--- src/design/rdc_pkg.sv ---
// ----------------------------------------------------------------------------
// rdc_pkg
// Shared types and constants for the radix digit converter: payload structs,
// field widths and the command/status bundles between controller and datapath.
// ----------------------------------------------------------------------------
package rdc_pkg;

   localparam int VALUE_BITS = 31;
   localparam int RADIX_BITS = 9;
   localparam int DIGIT_BITS = 8;
   localparam int COUNT_BITS = 5;
   localparam int RADIX_MAX  = 256;

   // digit counter holds 0..VALUE_BITS, digit store index 0..VALUE_BITS-1
   localparam int CNT_W = $clog2(VALUE_BITS + 1);
   localparam int IDX_W = $clog2(VALUE_BITS);
   localparam int BIT_W = $clog2(VALUE_BITS);

   typedef struct packed {
      logic [VALUE_BITS-1:0] value;
      logic [RADIX_BITS-1:0] radix;
   } req_type;

   typedef struct packed {
      logic [DIGIT_BITS-1:0] digit;
      logic [COUNT_BITS-1:0] digit_count;
      logic                  last;
      logic                  bad_radix;
   } rsp_type;

   typedef struct packed {
      logic load;         // capture a new beat
      logic div_step;     // one restoring-division step
      logic store_digit;  // save remainder, restart division on quotient
      logic rd_issue;     // read digit store at current index
      logic rd_next;      // step index toward the least significant digit
      logic out_digit;    // load output register with a digit
      logic out_special;  // load output register with zero / error result
   } cmd_type;

   typedef struct packed {
      logic bad;          // radix outside 2..RADIX_MAX
      logic zero;         // working value is zero
      logic div_last;     // current division step is the final one
      logic rd_last;      // read index is at the least significant digit
      logic out_free;     // output register can take a beat this cycle
   } status_type;

endpackage

--- src/design/rdc_ctrl.sv ---
// ----------------------------------------------------------------------------
// rdc_ctrl
// Sequencer for the converter: division loop per digit, then readout of the
// stored digits most significant first.
// ----------------------------------------------------------------------------
module rdc_ctrl import rdc_pkg::*; (
   input  logic       clock,
   input  logic       reset,
   input  logic       req_valid,
   output logic       req_ready,
   input  status_type status,
   output cmd_type    cmd
);

   typedef enum logic [6:0] {
      S_IDLE    = 7'b0000001,
      S_CHECK   = 7'b0000010,
      S_DIV     = 7'b0000100,
      S_DONE    = 7'b0001000,
      S_READ    = 7'b0010000,
      S_SEND    = 7'b0100000,
      S_SPECIAL = 7'b1000000
   } state_type;

   state_type state_ff, state_in;

   always_comb begin
      state_in  = state_ff;
      cmd       = '0;
      req_ready = 1'b0;
      case (state_ff)
         S_IDLE: begin
            req_ready = 1'b1;
            if (req_valid) begin
               cmd.load = 1'b1;
               state_in = S_CHECK;
            end
         end
         S_CHECK: begin
            if (status.bad || status.zero) begin
               state_in = S_SPECIAL;
            end else begin
               state_in = S_DIV;
            end
         end
         S_DIV: begin
            cmd.div_step = 1'b1;
            if (status.div_last) begin
               state_in = S_DONE;
            end
         end
         S_DONE: begin
            cmd.store_digit = 1'b1;
            // quotient zero means this was the most significant digit
            if (status.zero) begin
               state_in = S_READ;
            end else begin
               state_in = S_DIV;
            end
         end
         S_READ: begin
            cmd.rd_issue = 1'b1;
            state_in     = S_SEND;
         end
         S_SEND: begin
            if (status.out_free) begin
               cmd.out_digit = 1'b1;
               if (status.rd_last) begin
                  state_in = S_IDLE;
               end else begin
                  cmd.rd_next = 1'b1;
                  state_in    = S_READ;
               end
            end
         end
         S_SPECIAL: begin
            if (status.out_free) begin
               cmd.out_special = 1'b1;
               state_in        = S_IDLE;
            end
         end
         default: begin
            state_in = S_IDLE;
         end
      endcase
   end

   always_ff @(posedge clock) begin
      if (reset) begin
         state_ff <= S_IDLE;
      end else begin
         state_ff <= state_in;
      end
   end

endmodule

--- src/design/rdc_dpath.sv ---
// ----------------------------------------------------------------------------
// rdc_dpath
// Datapath: bit-serial restoring divider by the radix, digit store, and the
// output register.
// ----------------------------------------------------------------------------
module rdc_dpath import rdc_pkg::*; (
   input  logic       clock,
   input  logic       reset,
   input  req_type    req_data,
   input  cmd_type    cmd,
   output status_type status,
   output logic       rsp_valid,
   input  logic       rsp_ready,
   output rsp_type    rsp_data
);

   logic [VALUE_BITS-1:0] dvd_ff, dvd_in;
   logic [RADIX_BITS-1:0] rem_ff, rem_in;
   logic [RADIX_BITS-1:0] radix_ff;
   logic [BIT_W-1:0]      bit_ff, bit_in;
   logic [CNT_W-1:0]      count_ff, count_in;
   logic [IDX_W-1:0]      rd_idx_ff, rd_idx_in;
   logic [DIGIT_BITS-1:0] rd_data_ff;
   logic [DIGIT_BITS-1:0] mem [VALUE_BITS];
   rsp_type               rsp_ff, rsp_in;
   logic                  rsp_valid_ff, rsp_valid_in;

   logic [RADIX_BITS:0]   trial;
   logic                  fits;

   // restoring step: shift in next dividend bit, subtract radix if it fits
   assign trial = {rem_ff, dvd_ff[VALUE_BITS-1]};
   assign fits  = (trial >= {1'b0, radix_ff});

   always_comb begin
      dvd_in    = dvd_ff;
      rem_in    = rem_ff;
      bit_in    = bit_ff;
      count_in  = count_ff;
      rd_idx_in = rd_idx_ff;
      if (cmd.load) begin
         dvd_in   = req_data.value;
         rem_in   = '0;
         bit_in   = '0;
         count_in = '0;
      end else if (cmd.div_step) begin
         dvd_in = {dvd_ff[VALUE_BITS-2:0], fits};
         rem_in = fits ? RADIX_BITS'(trial - {1'b0, radix_ff}) : trial[RADIX_BITS-1:0];
         bit_in = bit_ff + 1'b1;
      end else if (cmd.store_digit) begin
         rem_in    = '0;
         bit_in    = '0;
         count_in  = count_ff + 1'b1;
         rd_idx_in = count_ff[IDX_W-1:0];
      end else if (cmd.rd_next) begin
         rd_idx_in = rd_idx_ff - 1'b1;
      end
   end

   always_comb begin
      rsp_in       = rsp_ff;
      rsp_valid_in = rsp_valid_ff & ~rsp_ready;
      if (cmd.out_digit) begin
         rsp_in.digit       = rd_data_ff;
         rsp_in.digit_count = COUNT_BITS'(count_ff);
         rsp_in.last        = (rd_idx_ff == '0);
         rsp_in.bad_radix   = 1'b0;
         rsp_valid_in       = 1'b1;
      end else if (cmd.out_special) begin
         rsp_in.digit       = '0;
         rsp_in.digit_count = '0;
         rsp_in.last        = 1'b1;
         rsp_in.bad_radix   = status.bad;
         rsp_valid_in       = 1'b1;
      end
   end

   always_ff @(posedge clock) begin
      dvd_ff    <= dvd_in;
      rem_ff    <= rem_in;
      bit_ff    <= bit_in;
      count_ff  <= count_in;
      rd_idx_ff <= rd_idx_in;
      rsp_ff    <= rsp_in;
      if (cmd.load) begin
         radix_ff <= req_data.radix;
      end
   end

   always_ff @(posedge clock) begin
      if (reset) begin
         rsp_valid_ff <= 1'b0;
      end else begin
         rsp_valid_ff <= rsp_valid_in;
      end
   end

   // digit store: least significant digit at index zero
   always_ff @(posedge clock) begin
      if (cmd.store_digit) begin
         mem[count_ff[IDX_W-1:0]] <= rem_ff[DIGIT_BITS-1:0];
      end
      if (cmd.rd_issue) begin
         rd_data_ff <= mem[rd_idx_ff];
      end
   end

   always_comb begin
      status.bad      = (32'(radix_ff) < 32'd2) || (32'(radix_ff) > 32'(RADIX_MAX));
      status.zero     = (dvd_ff == '0);
      status.div_last = (bit_ff == BIT_W'(VALUE_BITS - 1));
      status.rd_last  = (rd_idx_ff == '0);
      status.out_free = ~rsp_valid_ff | rsp_ready;
   end

   assign rsp_valid = rsp_valid_ff;
   assign rsp_data  = rsp_ff;

endmodule

--- src/design/radix_digit_converter_top.sv ---
// ----------------------------------------------------------------------------
// radix_digit_converter_top
// Converts a non-negative integer into its digits in a given radix and sends
// them out most significant first, one result beat per digit.
// ----------------------------------------------------------------------------
// Usage:
//   req_*  : one beat carries value and radix (valid/ready). A beat is taken
//            only while the converter is idle.
//   rsp_*  : one beat per digit, each with the total digit count; the final
//            beat of an input has last set. A zero value gives one beat with
//            count 0. A radix below 2 or above 256 gives one beat with
//            bad_radix set and no digits.
// Operation:
//   Each digit costs one pass of the bit-serial divider, then a step to
//   store it. Readout then reads each digit from the registered digit store
//   before sending it. A value has at most 31 digits, in radix 2. Zero
//   values and bad radixes skip the divider.
// Reset:
//   Synchronous, active high. Clears the sequencer and the output valid.
// Stall:
//   Results sit in an output register; when rsp_ready is low the sequencer
//   holds with the next digit read and waiting. After the final beat is
//   loaded, a new request is accepted while that beat still waits.
// ----------------------------------------------------------------------------
module radix_digit_converter_top import rdc_pkg::*; (
   input  logic    clock,
   input  logic    reset,
   input  logic    req_valid,
   output logic    req_ready,
   input  req_type req_data,
   output logic    rsp_valid,
   input  logic    rsp_ready,
   output rsp_type rsp_data
);

   cmd_type    cmd;
   status_type status;

   // sequencer: divide per digit, then read back digits in reverse order
   rdc_ctrl u_ctrl (
      .clock     (clock),
      .reset     (reset),
      .req_valid (req_valid),
      .req_ready (req_ready),
      .status    (status),
      .cmd       (cmd)
   );

   // divider, digit store and output register
   rdc_dpath u_dpath (
      .clock     (clock),
      .reset     (reset),
      .req_data  (req_data),
      .cmd       (cmd),
      .status    (status),
      .rsp_valid (rsp_valid),
      .rsp_ready (rsp_ready),
      .rsp_data  (rsp_data)
   );

endmodule
--- config.mk ---
export PLATFORM = sky130hd
export DESIGN_NAME = radix_digit_converter_top
export DESIGN_NICKNAME = d
export VERILOG_FILES = /design/src/design/rdc_pkg.sv /design/src/design/rdc_ctrl.sv /design/src/design/rdc_dpath.sv /design/src/design/radix_digit_converter_top.sv
export SDC_FILE = /design/constraint.sdc
export NUM_CORES = 1
export LEC_CHECK = 0
export BUFFER_PORTS_ARGS = -buffer_cell sky130_fd_sc_hd__buf_2
export CAP_MARGIN = 0
export CORE_UTILIZATION = 55
export DETAILED_ROUTE_END_ITERATION = 8
export PLACE_DENSITY = 0.72
export REMOVE_ABC_BUFFERS = 1
export SLEW_MARGIN = 40
export SYNTH_ARGS = -nofsm -noshare
export SYNTH_HDL_FRONTEND = slang
export SYNTH_SLANG_ARGS = --single-unit
--- constraint.sdc ---
create_clock -name clock -period 4.4 [get_ports clock]
set_input_delay 0.44 -clock clock [delete_from_list [all_inputs] [get_ports clock]]
set_output_delay 0.44 -clock clock [all_outputs]
set_load 0.03 [all_outputs]
# ---- Word-level counts from Yosys, hierarchy flattened
# Memory sizes are Yosys's and may differ from the RTL's. A register that Yosys moved wholly into a read port is not among the register bits.
# Cells that the tools add are included.
dict set report totals {
  wordCells 83
  register_bits 87
  n_memories 1
  mem_bits_rw 248
  inputBits 44
}
dict set report op_classes {
  n_lt_le_gt_ge 3
  addsub 4
  bitwise_logic 6
  n_reduce_logical 11
  n_eq_ne 12
  mux 34
}
# memory words word_bits read_ports rd_ports_with_merged_regs write_ports line
set mem_list {}
lappend mem_list {u_dpath.mem 31 8 1 1 1 rdc_dpath.sv:24} ;# logic [DIGIT_BITS-1:0] mem [VALUE_BITS];
# op count
set ops {}
lappend ops {{$mux 31} 2}
lappend ops {{$pmux 7 s7} 1}
lappend ops {{$mux 7} 5}
lappend ops {{$logic_not 31->1} 1}
lappend ops {{$mux 15} 2}
lappend ops {{$mux 5} 6}
lappend ops {{$mux 9} 3}
lappend ops {{$mux 1} 13}
lappend ops {{$add 5x1->5 const B} 2}
lappend ops {{$ge 10x9->1} 1}
lappend ops {{$gt 9x9->1 const B} 1}
lappend ops {{$lt 9x2->1 const B} 1}
lappend ops {{$sub 9x9->9} 1}
lappend ops {{$ne 2x2->1 const B} 4}
lappend ops {{$reduce_bool 2->1} 4}
lappend ops {{$eq 7x1->1 const B} 1}
lappend ops {{$eq 7x2->1 const B} 1}
lappend ops {{$eq 7x3->1 const B} 1}
lappend ops {{$eq 7x4->1 const B} 1}
lappend ops {{$eq 7x5->1 const B} 1}
lappend ops {{$eq 7x6->1 const B} 1}
lappend ops {{$eq 7x7->1 const B} 1}
lappend ops {{$eq 5x5->1 const B} 1}
lappend ops {{$logic_not 5->1} 1}
lappend ops {{9 further kinds} 14}

# ---- Depth between registers and ports, before layout
dict set report depth {
  ltp_word 6
  mapped_depth 11
  mapped_depth_nobuf 9
}

# ---- By module
# Synthesis repeated with hierarchy kept, for this count alone.
dict set report hier_totals {
  hier_cells 863
  hier_area_um2 14372.5
}
# mod area_per_inst_um2 cells_per_inst instances
set modules_own_cells {}
lappend modules_own_cells {rdc_dpath 13912.1 807 1}
lappend modules_own_cells {rdc_ctrl 460.4 56 1}

# ---- Worst setup path after synthesis
# Ideal clock, no wire load.
dict set report synth_timing {
  path_type {register to register}
  startpoint {register u_ctrl.state_ff[2]}
  endpoint {register u_dpath.dvd_ff[0] (enable)}
  n_path_buf 1
  period_less_slack_ns 2.905
  stages_incl_launch_ff 6
  t_arrival_ns 2.516
  setup_slack_ns 1.495
  path_cell_list {dfxtp_1 -> or4_1 -> nor3_2 -> nand2_2 -> clkbuf_1 -> nand2_1}
}
dict set report synth_between {
  elab_chain_cells 3
}
# element line
set synth_lines {}
lappend synth_lines {{start: declaration} rdc_ctrl.sv:25} ;# state_type state_ff, state_in;
lappend synth_lines {{start signal: assignment} rdc_ctrl.sv:92} ;# state_ff <= state_in;
lappend synth_lines {{$eq 7x3->1 or $eq 7x1->1 (tied branches)} rdc_ctrl.sv:31} ;# case (state_ff)
lappend synth_lines {{$mux 1} rdc_ctrl.sv:31}
lappend synth_lines {{$reduce_bool 2->1 (no line) (*)} n/a}
lappend synth_lines {{end signal: assignment} rdc_dpath.sv:79} ;# dvd_ff <= dvd_in;
lappend synth_lines {{end: declaration} rdc_dpath.sv:17} ;# logic [VALUE_BITS-1:0] dvd_ff, dvd_in;
# Every way passes the cells marked *; elsewhere a longest branch is shown, timed or not.
# A chain may end at the register's enable or synchronous reset.

# ---- Worst setup path after layout
dict set report layout_timing {
  startpoint {register u_ctrl.state_ff[0]}
  endpoint {memory u_dpath.mem[3][5] (enable)}
}
dict set report layout_between {
  elab_chain_cells 4
}
# element line
set layout_lines {}
lappend layout_lines {{$eq 7x4->1} rdc_ctrl.sv:31}
lappend layout_lines {{$mux 1} rdc_ctrl.sv:31}
lappend layout_lines {{$mux 1} rdc_dpath.sv:100} ;# if (cmd.store_digit) begin
lappend layout_lines {{$mux 1 (not written as such)} rdc_dpath.sv:101} ;# mem[count_ff[IDX_W-1:0]] <= rem_ff[DIGIT_BITS-1:0];
lappend layout_lines {{end: declaration} rdc_dpath.sv:24}
# No other way between the ends.

==> summary.md <==
| Metric | Value |
|---|---|
| Run status | completed |
| Max_slew headroom | 0.462 |
| Antenna violation net count after detailed routing | 0 |
| Share of flip-flops with an asynchronous set or reset | 0 |
| Antenna Cells | 0 |
| Die area | 26300 um^2 |
| Final setup fails | 0 |
| Sequential fraction of the synthesis area | 0.710 |
| RSZ-0062 raised after global routing | false |
| First-pass GRT wire length | 45.0 mm |
| Drt initial violations | 773 |
| Total number of placement rows | 58 |
| Count of buffers from port buffering | 60 |
| Critical Path Sink Type | flip-flop |
| Chip Width | 162 um |
| Global router's overall resource usage | 0.233 |
| Total of flip-flops plus latches after synthesis | 343 |
| Final count of pins violating max slew | 0 |
| GRT Residual Overflow | 0 |
| Initial core utilization | 0.561 |
| Area growth from synthesis to layout | 13.3% |
| Part of the power in registers | 0.523 |
| Fraction of layout instances using a drive strength above 1 | 0.230 |
| Dominant synthesized flop cell | sky130_fd_sc_hd__edfxtp_1 |
| Final routed wire length divided by cell count | 23.1 um |
| Buffers from clock root to sink, at most | 3 |
| Final Total Pwr | 6.89 mW |
| H-tree level count | 2 |
| Share of power burned in the clock network | 0.449 |
| Largest cells by area after synthesis | sky130_fd_sc_hd__edfxtp_1 (67%), sky130_fd_sc_hd__mux4_2 (11%), sky130_fd_sc_hd__dfxtp_1 (4.0%), sky130_fd_sc_hd__nand2_1 (3.2%), sky130_fd_sc_hd__nor2_1 (1.6%) |
| Largest net degree at the start of global routing | 40 |
| Leakage Power | 5.37 nW |
| TritonCTS buffer count | 35 |
| Period Utilization, post-route | 0.709 |
| Switching Share | 0.194 |
| Dominant cell by count in the synthesized netlist | sky130_fd_sc_hd__edfxtp_1 |
| Most frequent cells after synthesis | sky130_fd_sc_hd__edfxtp_1 (315), sky130_fd_sc_hd__nand2_1 (121), sky130_fd_sc_hd__mux4_2 (72) |
| Required time at the endpoint of the critical path | 4.53 ns |
| Final Hold Vio Count | 0 |
| Startpoint class of the critical path | flip-flop |
| # hold bufs at CTS | 0 |
| Number of clock sinks seen by CTS | 343 |
| Vias per cell | 5.96 |
| Die Span Y | 162 um |
| Clk Latency, worst-skew pair | 0.50 ns |
| Logic gate share of total power | 0.028 |
| Top cell type's share of synthesized area | 0.670 |
| Clock tree root driver cell | sky130_fd_sc_hd__clkbuf_16 |
| Top achievable clock speed | 0.321 GHz |
| Cell accounting for the most synthesized area | sky130_fd_sc_hd__edfxtp_1 |
| Count of vias placed by the detailed router | 7699 |
| Number of warnings issued by yosys | 0 |
| Util after Layout | 0.635 |
| Post-route minimum period | 3.12 ns |
| Pint | 5.55 mW |
| Critical path peak fanout | 13 |
| Average cell area after synthesis | 16.4 um^2 |
| Worst IR drop on VDD | 0.000340 V |
| Synthesized netlist cell count | 862 |
| Final worst clock skew | 0.0169 ns |
| Area of the mapped netlist | 14100 um^2 |
| CTS tree | yes |
| Drc violations | 0 |
| Min-Delay Path Class | input port to flip-flop |
| Pwr/cell area | 431 nW/um^2 |
| Arrival time at the worst endpoint | 3.25 ns |
| DP Wirelength | 18.8 mm |
| Number of global-route vias before repair | 7458 |
| Clock edge transition at the registers on the reported setup and hold paths | 0.06 ns |
| Routed wire length | 29.8 mm |
| Max cap viols | 0 |
| Cell variety after synth | 58 |
| Total Neg Setup Slack | 0 ns |
| Critical path start-end classification | flip-flop to flip-flop |
| RePlAce Congestion | 0.839 |
| Total net switching power | 1.34 mW |
| Transition time of the tightest slew-check pin | 0.807 ns |
| Area of the core | 25200 um^2 |
| Number of resized instances in the post-cts repair step | 0 |
| Post-CTS repair timing setup buffer count | 0 |
| Drt pass-1 iters | 7 |
| Top-level I/O count | 61 |
| Initial antenna violation count | 0 |
| Number of nets in the finished design | 999 |
| Number of synthesized flops with an enable pin | 315 |
## worst paths after layout
check | cells after the start | endpoint | start | slack (ns)
worst min register to register | 2 | u_dpath.rem_ff[8] | u_dpath.rem_ff[8] | 0.48
worst max-delay path | 4 | u_dpath.mem[3][5] | u_ctrl.state_ff[0] | 1.28
worst max register to register | 4 | u_dpath.mem[3][5] | u_ctrl.state_ff[0] | 1.28
worst min-delay path | 1 | u_dpath.radix_ff[6] | req_data[6] | 0.12
## layout make-up
cell class	instances	area [um^2]
Clock buffer	43	958
Clock inverter	19	254
Fill cell	1740	9190
Inverter	22	82.6
Multi-Input combinational cell	458	3840
Sequential cell	343	10000
Tap cell	330	413
Timing Repair Buffer	77	428
## placed cells by master, fill, tap and decap left out, types with 5 or more instances in the layout
master | Yosys | final
sky130_fd_sc_hd__o21ai_1 | 8 | 8
sky130_fd_sc_hd__nand2_1 | 121 | 121
sky130_fd_sc_hd__nor4_1 | 12 | 12
sky130_fd_sc_hd__mux2i_1 | 10 | 10
sky130_fd_sc_hd__ha_1 | 17 | 17
sky130_fd_sc_hd__bufinv_16 | 0 | 6
sky130_fd_sc_hd__xnor2_1 | 8 | 8
sky130_fd_sc_hd__nor3_1 | 16 | 16
sky130_fd_sc_hd__a21oi_1 | 19 | 19
sky130_fd_sc_hd__dfxtp_1 | 28 | 28
sky130_fd_sc_hd__clkbuf_16 | 0 | 37
sky130_fd_sc_hd__nor2_1 | 61 | 60
sky130_fd_sc_hd__mux4_2 | 72 | 72
sky130_fd_sc_hd__o21ai_0 | 9 | 9
sky130_fd_sc_hd__or3_1 | 7 | 7
sky130_fd_sc_hd__nand3_1 | 6 | 6
sky130_fd_sc_hd__buf_4 | 0 | 17
sky130_fd_sc_hd__inv_1 | 21 | 21
sky130_fd_sc_hd__edfxtp_1 | 315 | 315
sky130_fd_sc_hd__and2_1 | 14 | 14
sky130_fd_sc_hd__clkbuf_1 | 27 | 5
sky130_fd_sc_hd__buf_2 | 6 | 60
sky130_fd_sc_hd__a221o_1 | 7 | 7
sky130_fd_sc_hd__nand2b_1 | 11 | 11
sky130_fd_sc_hd__mux2_2 | 8 | 8
## critical path, cell delays in order, from the launching register on
cell and delay, ns:
sky130_fd_sc_hd__dfxtp_1 0.33, sky130_fd_sc_hd__or3_1 0.47, sky130_fd_sc_hd__nor3_2 0.64, sky130_fd_sc_hd__nand2_1 0.60, sky130_fd_sc_hd__nor2_1 0.70
## cell families (layout without fill, tap and decap cells)
family	Yosys count	after routing	synth area share
AOI/OAI and AO/OA	65	65	0.0309
xor gates and xnor gates	12	12	0.00745
adders and majority gates	18	18	0.0165
buffers and inverters	61	161	0.0184
DFF	343	343	0.710
muxes	90	90	0.128
and+or+nand+nor	273	273	0.0885
## sequential cells by signal (all words and copies together), names as in the netlist
signal	count
u_dpath.count_ff	5
u_dpath.rsp_valid	1
u_dpath.rsp_data	15
u_dpath.rd_data_ff	8
u_dpath.rem_ff	9
u_dpath.dvd_ff	31
u_dpath.rd_idx_ff	5
u_dpath.mem	248
u_dpath.bit_ff	5
u_ctrl.state_ff	7
u_dpath.radix_ff	9
## power by group through the flow
stage | registers, mW | logic (mW) | clock network, mW
4_1_cts | 3.60 | 0.193 | 3.13
3_3_place_gp | 3.67 | 0.184 | 0
2_1_floorplan | 3.67 | 0.127 | 0
5_1_grt | 3.61 | 0.215 | 3.25
6_report | 3.60 | 0.191 | 3.09
3_5_place_dp | 3.67 | 0.192 | 0
## stage by stage
stage | setup WS [ns] | area, um^2 | instances | hold slack, ns
6_report | 1.28 | 16000 | 1292 | 0.117
3_3_place_gp | 1.36 | 14800 | 1230 | 0.453
5_1_grt | 1.14 | 16000 | 1292 | 0.101
2_1_floorplan | 0.148 | 13900 | 823 | 0.435
3_5_place_dp | 1.32 | 14800 | 1230 | 0.463
4_1_cts | 1.29 | 16000 | 1292 | 0.104
## metal layers
layer / up-vias / part of all wire / routed length [um] / track usage
met2: 322 / 0.49 / 14500 / 0.371
li1: 3477 / - / - / -
met1: 3843 / 0.41 / 12200 / 0.327
met4: 0 / 0.029 / 857 / 0.0780
met5: - / 0 / 0 / 0
met3: 57 / 0.076 / 2260 / 0.0403
(Power assumes the default switching activity.)
